**config.mk**
```make
export PLATFORM = sky130hd
export DESIGN_NAME = c_source_bracket_balance_checker_top
export DESIGN_NICKNAME = d
export VERILOG_FILES = /design/src/rtl/core/cbbc_pkg.sv /design/src/rtl/core/cbbc_lexer.sv /design/src/rtl/core/c_source_bracket_balance_checker_top.sv
export SDC_FILE = /design/constraint.sdc
export NUM_CORES = 1
export LEC_CHECK = 0
export BUFFER_PORTS_ARGS = -buffer_cell sky130_fd_sc_hd__buf_2
export CORE_AREA = 2 2 128 130
export DETAILED_ROUTE_END_ITERATION = 12
export DIE_AREA = 0 0 130 132
export GPL_TIMING_DRIVEN = 1
export PLACE_DENSITY = 0.72
export REMOVE_ABC_BUFFERS = 1
export SETUP_SLACK_MARGIN = 0.4
export SYNTH_ARGS = -nofsm -noshare
export SYNTH_HDL_FRONTEND = slang
export SYNTH_SLANG_ARGS = --single-unit
```
**constraint.sdc**
```tcl
create_clock -name clock -period 4.9 [get_ports clock]
set_clock_uncertainty 0.05 [all_clocks]
set_input_delay 0.98 -clock clock [delete_from_list [all_inputs] [get_ports clock]]
set_output_delay 0.98 -clock clock [all_outputs]
set_load 0.02 [all_outputs]
```
**src/rtl/core/cbbc_pkg.sv**
```systemverilog
package cbbc_pkg;

   // Saturation widths of the bracket depths and of the line counter.
   localparam int COUNT_BITS = 16;
   localparam int LINE_BITS  = 24;

   // Widths of the result fields, which are clamped on output.
   localparam int ERROR_LINE_W = 24;
   localparam int UNCLOSED_W   = 16;
   localparam logic [31:0] ERROR_LINE_MAX = 32'h00FF_FFFF;
   localparam logic [31:0] UNCLOSED_MAX   = 32'h0000_FFFF;

   // Request kinds carried in one input word.
   localparam logic REQ_TEXT = 1'b0;
   localparam logic REQ_END  = 1'b1;

   // Characters that the scanner reacts to.
   localparam logic [7:0] CH_LPAREN    = 8'h28;
   localparam logic [7:0] CH_RPAREN    = 8'h29;
   localparam logic [7:0] CH_LBRACE    = 8'h7B;
   localparam logic [7:0] CH_RBRACE    = 8'h7D;
   localparam logic [7:0] CH_LBRACKET  = 8'h5B;
   localparam logic [7:0] CH_RBRACKET  = 8'h5D;
   localparam logic [7:0] CH_DQUOTE    = 8'h22;
   localparam logic [7:0] CH_SQUOTE    = 8'h27;
   localparam logic [7:0] CH_SLASH     = 8'h2F;
   localparam logic [7:0] CH_STAR      = 8'h2A;
   localparam logic [7:0] CH_BACKSLASH = 8'h5C;
   localparam logic [7:0] CH_NEWLINE   = 8'h0A;

   typedef enum logic [2:0] {
      MODE_CODE,
      MODE_STRING,
      MODE_CHAR,
      MODE_LINE_COMMENT,
      MODE_BLOCK_COMMENT
   } lex_mode_type;

   typedef enum logic [1:0] {
      PEND_NONE,
      PEND_SLASH,
      PEND_STAR,
      PEND_ESCAPE
   } pend_type;

   typedef enum logic [1:0] {
      ERR_NONE,
      ERR_PAREN,
      ERR_BRACE,
      ERR_BRACKET
   } err_type;

   typedef enum logic [3:0] {
      ST_OK,
      ST_STRAY_PAREN,
      ST_STRAY_BRACE,
      ST_STRAY_BRACKET,
      ST_OPEN_STRING,
      ST_OPEN_COMMENT,
      ST_OPEN_BRACES,
      ST_OPEN_PARENS,
      ST_OPEN_BRACKETS
   } status_type;

   typedef struct packed {
      lex_mode_type          mode;
      pend_type              pend;
      logic [COUNT_BITS-1:0] paren;
      logic [COUNT_BITS-1:0] brace;
      logic [COUNT_BITS-1:0] bracket;
      logic [LINE_BITS-1:0]  line;
      err_type               err;
      logic [LINE_BITS-1:0]  err_line;
   } scan_state_type;

   localparam scan_state_type SCAN_RESET = '{
      mode:     MODE_CODE,
      pend:     PEND_NONE,
      paren:    '0,
      brace:    '0,
      bracket:  '0,
      line:     LINE_BITS'(1),
      err:      ERR_NONE,
      err_line: '0
   };

endpackage

```
**src/rtl/core/cbbc_lexer.sv**
```systemverilog
module cbbc_lexer (
   input  cbbc_pkg::scan_state_type cur_state,
   input  logic [7:0]               text_byte,
   output cbbc_pkg::scan_state_type next_state
);
   import cbbc_pkg::*;

   localparam logic [COUNT_BITS-1:0] DEPTH_MAX = '1;
   localparam logic [LINE_BITS-1:0]  LINE_MAX  = '1;

   logic [7:0] quote_char;

   assign quote_char = (cur_state.mode == MODE_STRING) ? CH_DQUOTE : CH_SQUOTE;

   always_comb begin
      next_state = cur_state;
      if (cur_state.err == ERR_NONE) begin
         if (text_byte == CH_NEWLINE && cur_state.line != LINE_MAX) begin
            next_state.line = cur_state.line + 1'b1;
         end
         case (cur_state.mode)
            MODE_STRING, MODE_CHAR: begin
               next_state.pend = PEND_NONE;
               if (cur_state.pend != PEND_ESCAPE) begin
                  if (text_byte == CH_BACKSLASH) begin
                     next_state.pend = PEND_ESCAPE;
                  end else if (text_byte == quote_char) begin
                     next_state.mode = MODE_CODE;
                  end
               end
            end
            MODE_LINE_COMMENT: begin
               next_state.pend = PEND_NONE;
               if (text_byte == CH_NEWLINE) begin
                  next_state.mode = MODE_CODE;
               end
            end
            MODE_BLOCK_COMMENT: begin
               if (cur_state.pend == PEND_STAR && text_byte == CH_SLASH) begin
                  next_state.pend = PEND_NONE;
                  next_state.mode = MODE_CODE;
               end else if (text_byte == CH_STAR) begin
                  next_state.pend = PEND_STAR;
               end else begin
                  next_state.pend = PEND_NONE;
               end
            end
            default: begin
               next_state.mode = MODE_CODE;
               next_state.pend = PEND_NONE;
               if (cur_state.pend == PEND_SLASH && text_byte == CH_SLASH) begin
                  next_state.mode = MODE_LINE_COMMENT;
               end else if (cur_state.pend == PEND_SLASH && text_byte == CH_STAR) begin
                  next_state.mode = MODE_BLOCK_COMMENT;
               end else begin
                  case (text_byte)
                     CH_DQUOTE: next_state.mode = MODE_STRING;
                     CH_SQUOTE: next_state.mode = MODE_CHAR;
                     CH_SLASH:  next_state.pend = PEND_SLASH;
                     CH_LPAREN: begin
                        if (cur_state.paren != DEPTH_MAX) begin
                           next_state.paren = cur_state.paren + 1'b1;
                        end
                     end
                     CH_RPAREN: begin
                        if (cur_state.paren == '0) begin
                           next_state.err      = ERR_PAREN;
                           next_state.err_line = cur_state.line;
                        end else begin
                           next_state.paren = cur_state.paren - 1'b1;
                        end
                     end
                     CH_LBRACE: begin
                        if (cur_state.brace != DEPTH_MAX) begin
                           next_state.brace = cur_state.brace + 1'b1;
                        end
                     end
                     CH_RBRACE: begin
                        if (cur_state.brace == '0) begin
                           next_state.err      = ERR_BRACE;
                           next_state.err_line = cur_state.line;
                        end else begin
                           next_state.brace = cur_state.brace - 1'b1;
                        end
                     end
                     CH_LBRACKET: begin
                        if (cur_state.bracket != DEPTH_MAX) begin
                           next_state.bracket = cur_state.bracket + 1'b1;
                        end
                     end
                     CH_RBRACKET: begin
                        if (cur_state.bracket == '0) begin
                           next_state.err      = ERR_BRACKET;
                           next_state.err_line = cur_state.line;
                        end else begin
                           next_state.bracket = cur_state.bracket - 1'b1;
                        end
                     end
                     default: begin
                     end
                  endcase
               end
            end
         endcase
      end
   end

endmodule

```
**src/rtl/core/c_source_bracket_balance_checker_top.sv**
```systemverilog
// Channel   Direction  Handshake              Payload
// req       in         req_valid / req_ready  req_type, req_text_byte
// rsp       out        rsp_valid / rsp_ready  rsp_status, rsp_error_line, rsp_unclosed_count
//
// A text byte updates the scan state at the edge that accepts it,
// and an end word loads the verdict into the result register at its accepting edge.
// Text bytes are taken in every cycle, even while a verdict waits to be taken.
// An end word waits only when the result register is full and rsp_ready is low.
// Synchronous active-high reset returns the scanner to code mode on line one.
module c_source_bracket_balance_checker_top (
   input  logic                             clock,
   input  logic                             reset,
   input  logic                             req_valid,
   output logic                             req_ready,
   input  logic                             req_type,
   input  logic [7:0]                       req_text_byte,
   output logic                             rsp_valid,
   input  logic                             rsp_ready,
   output logic [3:0]                       rsp_status,
   output logic [cbbc_pkg::ERROR_LINE_W-1:0] rsp_error_line,
   output logic [cbbc_pkg::UNCLOSED_W-1:0]   rsp_unclosed_count
);
   import cbbc_pkg::*;

   scan_state_type state_ff, state_in;
   scan_state_type lex_next;

   logic                    rsp_valid_ff, rsp_valid_in;
   status_type              status_ff, status_in;
   logic [ERROR_LINE_W-1:0] eline_ff, eline_in;
   logic [UNCLOSED_W-1:0]   count_ff, count_in;

   logic        slot_free;
   logic        accept;
   logic [31:0] line_wide;
   logic [31:0] count_wide;

   // The lexer works out where one text byte leaves the scan state.
   cbbc_lexer u_lexer (
      .cur_state  (state_ff),
      .text_byte  (req_text_byte),
      .next_state (lex_next)
   );

   // The result register is free once empty or being emptied this cycle.
   assign slot_free = !rsp_valid_ff || rsp_ready;
   assign req_ready = (req_type == REQ_TEXT) || slot_free;
   assign accept    = req_valid && req_ready;

   // The verdict picks a stray closer first, then an open string or block comment, then depths.
   always_comb begin
      status_in  = ST_OK;
      line_wide  = '0;
      count_wide = '0;
      case (state_ff.err)
         ERR_PAREN: begin
            status_in = ST_STRAY_PAREN;
            line_wide = 32'(state_ff.err_line);
         end
         ERR_BRACE: begin
            status_in = ST_STRAY_BRACE;
            line_wide = 32'(state_ff.err_line);
         end
         ERR_BRACKET: begin
            status_in = ST_STRAY_BRACKET;
            line_wide = 32'(state_ff.err_line);
         end
         default: begin
            if (state_ff.mode == MODE_STRING) begin
               status_in = ST_OPEN_STRING;
            end else if (state_ff.mode == MODE_BLOCK_COMMENT) begin
               status_in = ST_OPEN_COMMENT;
            end else if (state_ff.brace != '0) begin
               status_in  = ST_OPEN_BRACES;
               count_wide = 32'(state_ff.brace);
            end else if (state_ff.paren != '0) begin
               status_in  = ST_OPEN_PARENS;
               count_wide = 32'(state_ff.paren);
            end else if (state_ff.bracket != '0) begin
               status_in  = ST_OPEN_BRACKETS;
               count_wide = 32'(state_ff.bracket);
            end
         end
      endcase
      // Clamp to the field widths of the result word.
      eline_in = (line_wide > ERROR_LINE_MAX) ? ERROR_LINE_MAX[ERROR_LINE_W-1:0]
                                              : line_wide[ERROR_LINE_W-1:0];
      count_in = (count_wide > UNCLOSED_MAX) ? UNCLOSED_MAX[UNCLOSED_W-1:0]
                                             : count_wide[UNCLOSED_W-1:0];
   end

   // Next scan state: a text byte advances it, an end word clears it for the next text.
   always_comb begin
      state_in     = state_ff;
      rsp_valid_in = rsp_valid_ff && !rsp_ready;
      if (accept) begin
         if (req_type == REQ_TEXT) begin
            state_in = lex_next;
         end else begin
            state_in     = SCAN_RESET;
            rsp_valid_in = 1'b1;
         end
      end
   end

   always_ff @(posedge clock) begin
      if (reset) begin
         state_ff     <= SCAN_RESET;
         rsp_valid_ff <= 1'b0;
      end else begin
         state_ff     <= state_in;
         rsp_valid_ff <= rsp_valid_in;
      end
   end

   // Result payload loads only with an accepted end word.
   always_ff @(posedge clock) begin
      if (accept && req_type == REQ_END) begin
         status_ff <= status_in;
         eline_ff  <= eline_in;
         count_ff  <= count_in;
      end
   end

   assign rsp_valid          = rsp_valid_ff;
   assign rsp_status         = status_ff;
   assign rsp_error_line     = eline_ff;
   assign rsp_unclosed_count = count_ff;

endmodule

```
==> results of run 1 <==
-- synthesized netlist by cell type (all sizes together) (6+ instances only) --
cell type / count
buf: 17
nand3: 63
a21oi: 88
a211oi: 9
and4: 10
o211ai: 13
ha: 33
o21bai: 6
or3: 12
and3: 10
xor2: 25
nor3: 31
nand2: 87
a21o: 12
a22oi: 7
or4: 9
edfxtp: 44
or2: 6
nor2: 123
nand2b: 6
xnor2: 19
nor2b: 31
o21ai: 31
inv: 19
a221oi: 11
or3b: 7
and2: 7
nor4: 24
nand4: 23
clkbuf: 36
a31oi: 8
dfxtp: 104
-- registers in the layout, indices dropped and copies added (netlist names) --
register,count
rsp_valid,1
rsp_unclosed_count,16
rsp_error_line,24
state_ff,103
rsp_status,4
-- through the flow --
step / std cells / total power [µW] / cell area [µm²] / setup WS (ns)
3_5_place_dp: 1235 / 1508 / 8940 / 0.4788
3_3_place_gp: 1235 / 1508 / 8940 / 0.5317
4_1_cts: 1267 / 2804 / 9553 / 0.9128
6_report: 1267 / 2787 / 9553 / 0.8692
5_1_grt: 1267 / 2872 / 9553 / 0.6143
2_1_floorplan: 945 / 1421 / 8257 / 0.6554
-- worst paths after layout --
kind	slack, ns	cells past startpoint	end	startpoint
setup / recovery	0.87	13	state_ff[95]	req_text_byte[2]
hold / removal	0.40	2	state_ff[7]	state_ff[7]
setup reg to reg	1.80	8	state_ff[90]	state_ff[84]
hold reg to reg	0.40	2	state_ff[7]	state_ff[7]
-- layer usage --
metal  vias up  track usage, %  wire, µm
met5         -               0         0
met4         0           8.542       478
met3        35           3.734      1267
met2       237           39.09      9685
met1      3522           35.36      9631
li1       3757               -         -
-- worst max-delay path, cell delays in order --
cell and delay, ns:
buf_2 0.16, or4b_1 0.51, or4_1 0.52, inv_1 0.28, buf_4 0.22, ha_1 0.29
a21o_1 0.21, a21o_1 0.18, a31o_2 0.23, a21o_1 0.21, a31oi_1 0.19, xor2_1 0.09
o41ai_1 0.22
-- kinds of logic (layout without fill, tap and decap cells) --
family                   after synthesis  in the layout  synth area share, %
buffers and inverters                 74            127                3.627
adder cells (fa/ha/maj)               35             35                5.338
multiplexers                           5              5               0.6046
AND/OR/NAND/NOR                      470            470                28.56
flip-flops                           148            148                40.11
AO/OA/AOI/OAI                        222            222                17.22
XOR/XNOR                              44             44                4.541
-- cell type report --
class | count | area, µm²
fillers | 1385 | 6160
multi-input cells | 776 | 4777
flip-flops and latches | 148 | 3403
clock buffers | 17 | 425.4
repair buffers | 74 | 410.4
well taps | 216 | 270.3
clock inverters | 15 | 187.7
inverters | 21 | 78.83
-- power by group through the flow --
stage               combinational [µW]  sequential [µW]  clock [µW]
finish                             195             1290        1310
global route                       213             1290        1370
global placement                   194             1310           0
floorplan                         85.2             1340           0
detailed placement                 194             1310           0
CTS                                195             1290        1320
==> results, run 1 <==
- In the synthesized netlist the dominant register cell turns out to be dfxtp_1.
- The number of iterations in the first detailed-routing pass is 6.
- The deepest clock path buffer count is 2.
- The netlist uses 79 different library cells.
- By area the synthesized netlist is led by dfxtp_1 25%, edfxtp_1 16%, nor2_1 5.4%.
- The count of endpoints failing setup in the final report is 0.
- The share of final-layout standard cells stronger than drive strength 1 is 12.65%.
- The effective utilization at floorplan is 54.01%.
- The maximum resistive drop on vdd is 0.0002610 V.
- The detailed router finished its first iteration with 700 violations.
- Sequential cells account for 46.2% of the total power.
- Derived from the worst setup path, the maximum achievable clock frequency is 248.1 MHz.
- The number of buffers added by the clock tree synthesis step is 17.
- The clock net in this run drives a total of 148 sinks.
- The initial antenna violation count is 0.
- The number of global-route vias before repair is 6733.
- The max-slew headroom at the worst pin is 31.98%.
- The aggregate negative setup slack is 0 ns.
- The tightest hold path in the finished design has a slack of 0.3968 ns.
- The synthesis-to-layout area growth is 12.58%.
- Counting flops with a built-in enable in the synthesized netlist gives 44.
- Measured along the x axis, the die boundary spans 130 µm.
- For this run, the post-layout net count is 1086.
- The maximum number of pins on one net before global-route repair is 42.
- The post-route antenna net violation count is 0.
- Counting flops and latches in the post-synthesis netlist gives 148.
- Clock-pin slew was measured on the worst setup and hold paths at 0.07 ns.
- STA classifies the critical path startpoint as an input pin.
- The share of the clock period used by the worst path is 82.26%.
- The final hold violation count came to 0.
- STA puts the critical path data required time at 5.18 ns.
- The area of the core is 0.01571 mm².
- Across the run, the number of max-cap violations was 0.
- The area of the mapped netlist is 0.008486 mm².
- The chip height is 132 µm.
- In this run the power density over the cells is 291.7 mW/mm².
- The detail-routed net length per standard cell is 16.62 µm.
- The floorplan has 46 rows.
- The total inserted antenna cells is 0.
- The TritonCTS clock tree is built.
- After clock tree synthesis, the repair step resized 0 gates.
- The worst min-delay path class is flop to flop.
- The worst setup path is of the input pin to flop kind.
- The first global-routing pass estimated 34.31 mm of wire.
- Across all layers, the routed design uses 7551 vias.
- Summed over all layers, the routed wires come to 21.06 mm.
- The overall global routing resource usage is 25.02%.
- The number of top-level design ports is 59.
- The remaining global-route overflow is 0.
- CTS built an H-tree with a depth of 4.
- Along the worst path, the maximum fanout reaches 12.
- The largest total area in the synthesized netlist belongs to dfxtp_1.
- The quantity of hold-fixing buffers added after cts is 0.
- In the routed layout, each cell is associated on average with a via count of 5.960.
- The count of buffers from port buffering is 58.
- The HPWL after detailed placement is 14.97 mm.
- The worst path arrival time is 4.31 ns.
- Setup repair after global routing left no endpoint under its margin.
- The share of Yosys cell area claimed by the top area cell type is 24.54%.
- The count of unresolved DRC violations after routing is 0.
- After synthesis, the share of flip-flops with an asynchronous set or reset is 0%.
- The die covers 0.01716 mm².
- The number of warnings reported in the yosys synthesis log is 0.
- For this design the static power due to leakage is 0.003497 µW.
- The net switching power figure is 768.6 µW.
- The clock network power share is 46.8%.
- The count of pins over their slew limit is 0.
- Cell internal power was estimated by the tool at 2018 µW.
- The synthesized netlist cell count is 998.
- After layout, the minimum clock period comes to 4.031 ns.
- The slew at the pin closest to its max-slew limit is 1.016 ns.
- The flow ran to the end, and the final reports show no timing, DRC or antenna violations.
- STA classifies the critical path endpoint as a flop.
- Routability-driven placement finished with a final weighted congestion of 0.9321.
- The final standard cell utilization of the core is 60.80%.
- The switching share of power is 27.58%.
- The root buffer selected by CTS is clkbuf_16.
- Sequential elements use 40.11% of the synthesized area.
- The worst-skew pair later-pin latency is 0.43 ns.
- In the layout the commonest cells are 122 x nor2_1, 104 x dfxtp_1, 88 x a21oi_1.
- Combinational logic is responsible for 7.0% of the overall power.
- The library cell used most frequently in the layout, excluding fill and tap cells, is nor2_1.
- The average instance in the mapped netlist occupies 8.503 µm².
- The buffers inserted during post-CTS setup optimization is 0.
Power figures use the tool's default switching activity.
==> run 2, diff against run 1 <==
clock period = 3.75 ns   (was 4.9 ns; I/O delays follow)
==> run 2 against run 1 <==
Compared with the run above:
- non-clock buffer count is 77 higher
- core utilization rose by 5.2 points
- combinational power grew 40%
- die area is the same
- routed wire length increased by 11%
- critical path depth is 1 higher
==> results, run 2 (synthesis gave the netlist of run 1 again) <==
- Of the cells placed in the final design, the portion with a size suffix greater than 1 is 21.37%.
- The iteration-0 DRC count of the detailed router is 834.
- The floorplan has 46 rows.
- The TritonCTS sink count is 148.
- The startpoint of the worst setup timing path is req_text_byte[4].
- The final critical-path required period is 3.393 ns.
- The wire-length estimate of the detail-placed layout is 16.33 mm.
- The most common cell after layout, fill and taps aside is nor2_1.
- The worst path uses 90.47% of the clock period.
- The die covers 0.01716 mm².
- The total inserted antenna cells is 0.
- At the pin with the least slew margin, the transition time is 1.078 ns.
- The detailed-route vias per instance is 5.942.
- The congestion estimate from routability-driven global placement came to 0.9749.
- The cell type of the slowest stage on the worst timing path is or4_4.
- For this run, the detailed router's first-pass iteration total came to 6.
- STA classifies the critical path endpoint as a flop.
- Data on the critical path arrives at its endpoint at 3.70 ns.
- Entering global routing, the biggest net connects 80 pins.
- The run finished with clean final reports.
- The reg2reg setup slack is 0.76 ns.
- For this configuration, the core starts out at a cell density of 54.01%.
- The critical path startpoint category is an input pin.
- The layout net count is 1163.
- The count of buffers from port buffering is 58.
- Hold is met by 0.3967 ns.
- The number of buffers added by the clock tree synthesis step is 17.
- The total overflow left after global routing is 0.
- The largest single stage delay on the critical path is 0.54 ns.
- The area of the core is 0.01571 mm².
- The deepest clock path buffer count is 2.
- The startpoint of the worst register-to-register path is state_ff[52].
- The detail route stage leaves a number of antenna-violating nets equal to 0.
- The register ranked first by flip-flop count is state_ff.
- The start point of the worst hold path is state_ff[8].
- The quantity of hold-fixing buffers added after cts is 0.
- The number of global-route vias before repair is 7526.
- The later pin in the worst-skew pair is clocked with a latency of 0.44 ns.
- The total of max-cap violations is 0.
- Walking the worst path, the cells encountered are buf_6 -> or4b_4 -> or4_4 -> inv_4 -> buf_12 -> ha_4 -> a211oi_2 -> buf_4 -> o211ai_1 -> nand2_1 -> o21bai_1 -> a211oi_1 -> or4b_1 -> a21oi_1.
- Of all nets on the critical path, the largest fanout is 8.
- The total leakage power is 0.003891 µW.
- The endpoint required time on the critical path is 4.06 ns.
- The clock slew seen by the registers of the worst setup and hold paths is 0.07 ns.
- The type of the worst setup path is input pin to flop.
- The floorplan step set the die height to 132 µm.
- Setup repair after global routing could not meet its margin everywhere.
- The maximum resistive drop on vdd is 0.0003333 V.
- The H-tree was split into 4 levels.
- The flip-flop count of the largest register after layout is 103.
- The slack of the critical path is 0.3572 ns.
- After detailed routing, the average wire length per cell comes to 17.41 µm.
- The first global-routing pass estimated 37.98 mm of wire.
- The final route contains 7986 vias.
- For this run, the total global-route usage over all layers was measured as 27.70%.
- TritonCTS built the clock tree.
- After detailed routing, the number of remaining DRC violations is 0.
- The number of top-level design ports is 59.
- The root buffer cell chosen for the clock tree is clkbuf_16.
- The floorplan step set the die width to 130 µm.
- Prior to clock tree synthesis, the placed netlist has a worst setup slack of -0.2905 ns.
- The worst pin sits at a relative slew slack of 27.79%.
- The initial antenna violation count is 0.
- The count of endpoints failing setup in the final report is 0.
- The count of pins over their slew limit is 0.
- The total power density per cell area is 355.2 mW/mm².
- Static timing analysis puts the maximum clock frequency at 294.7 MHz.
- The synthesis-to-layout area growth is 22.12%.
- The number of filler instances in the final layout is 1302.
- The final hold violation count came to 0.
- For this block, the routed nets add up to 23.40 mm of wire.
- The library cells used most frequently in the layout, excluding fill and tap cells, are 122 x nor2_1, 104 x dfxtp_1, 88 x buf_4.
- The worst min-delay path class is flop to flop.
run 2: cell type report:
type | instances | area, µm² | area share [%]
multi-input cells | 776 | 4984 | 48.09
flip-flops and latches | 148 | 3403 | 32.84
repair buffers | 151 | 1022 | 9.865
clock buffers | 18 | 439.2 | 4.238
well taps | 216 | 270.3 | 2.608
clock inverters | 14 | 158.9 | 1.533
inverters | 21 | 85.08 | 0.8211
run 2: path summary, 6_finish.rpt:
kind / end / depth (start not counted)
max: state_ff[91] / 14
min: state_ff[8] / 2
max reg2reg: state_ff[50] / 7
min reg2reg: state_ff[8] / 2
run 2: worst max-delay path: cells and delay by family:
kind	cells	cell delay [ns]
simple gates	4	1.71
compound gates	5	0.62
fa+ha+maj	1	0.14
buf+inv	4	0.47
run 2: metrics by stage:
stage	total power [µW]	instances	instance area [µm²]	util [%]	TNS, ns
4_1_cts	3689	1339	10170	64.73	0
2_1_floorplan	1856	945	8257	-	-0.8145
3_3_place_gp	1981	1303	9450	60.14	-1.893
3_5_place_dp	1983	1303	9450	60.14	-2.445
6_report	3680	1344	10360	65.95	0
5_1_grt	3780	1344	10360	65.95	0
run 2: power breakdown:
part | switching (µW) | leakage [µW] | total [µW] | internal, µW
clock network | 762 | 0.000289 | 1730 | 963
logic | 197 | 0.00236 | 273 | 76.1
registers | 11.6 | 0.00124 | 1680 | 1670
total | 971 | 0.00389 | 3680 | 2710
run 2: metal layers:
metal | track usage, % | part of all wire, % | up-vias
met5 | 0 | 0 | -
met3 | 4.667 | 6.1 | 69
met1 | 36.42 | 43 | 3680
li1 | - | - | 3926
met2 | 45.00 | 48 | 311
met4 | 11.47 | 3.2 | 0
run 2: what timing repair did:
action	CTS	global route
endpoints found under the hold margin	0	0
endpoints found under the setup margin	16	18
gates resized for setup	20	32
pin swaps	13	16
buffers inserted	4	5
cloned	0	0
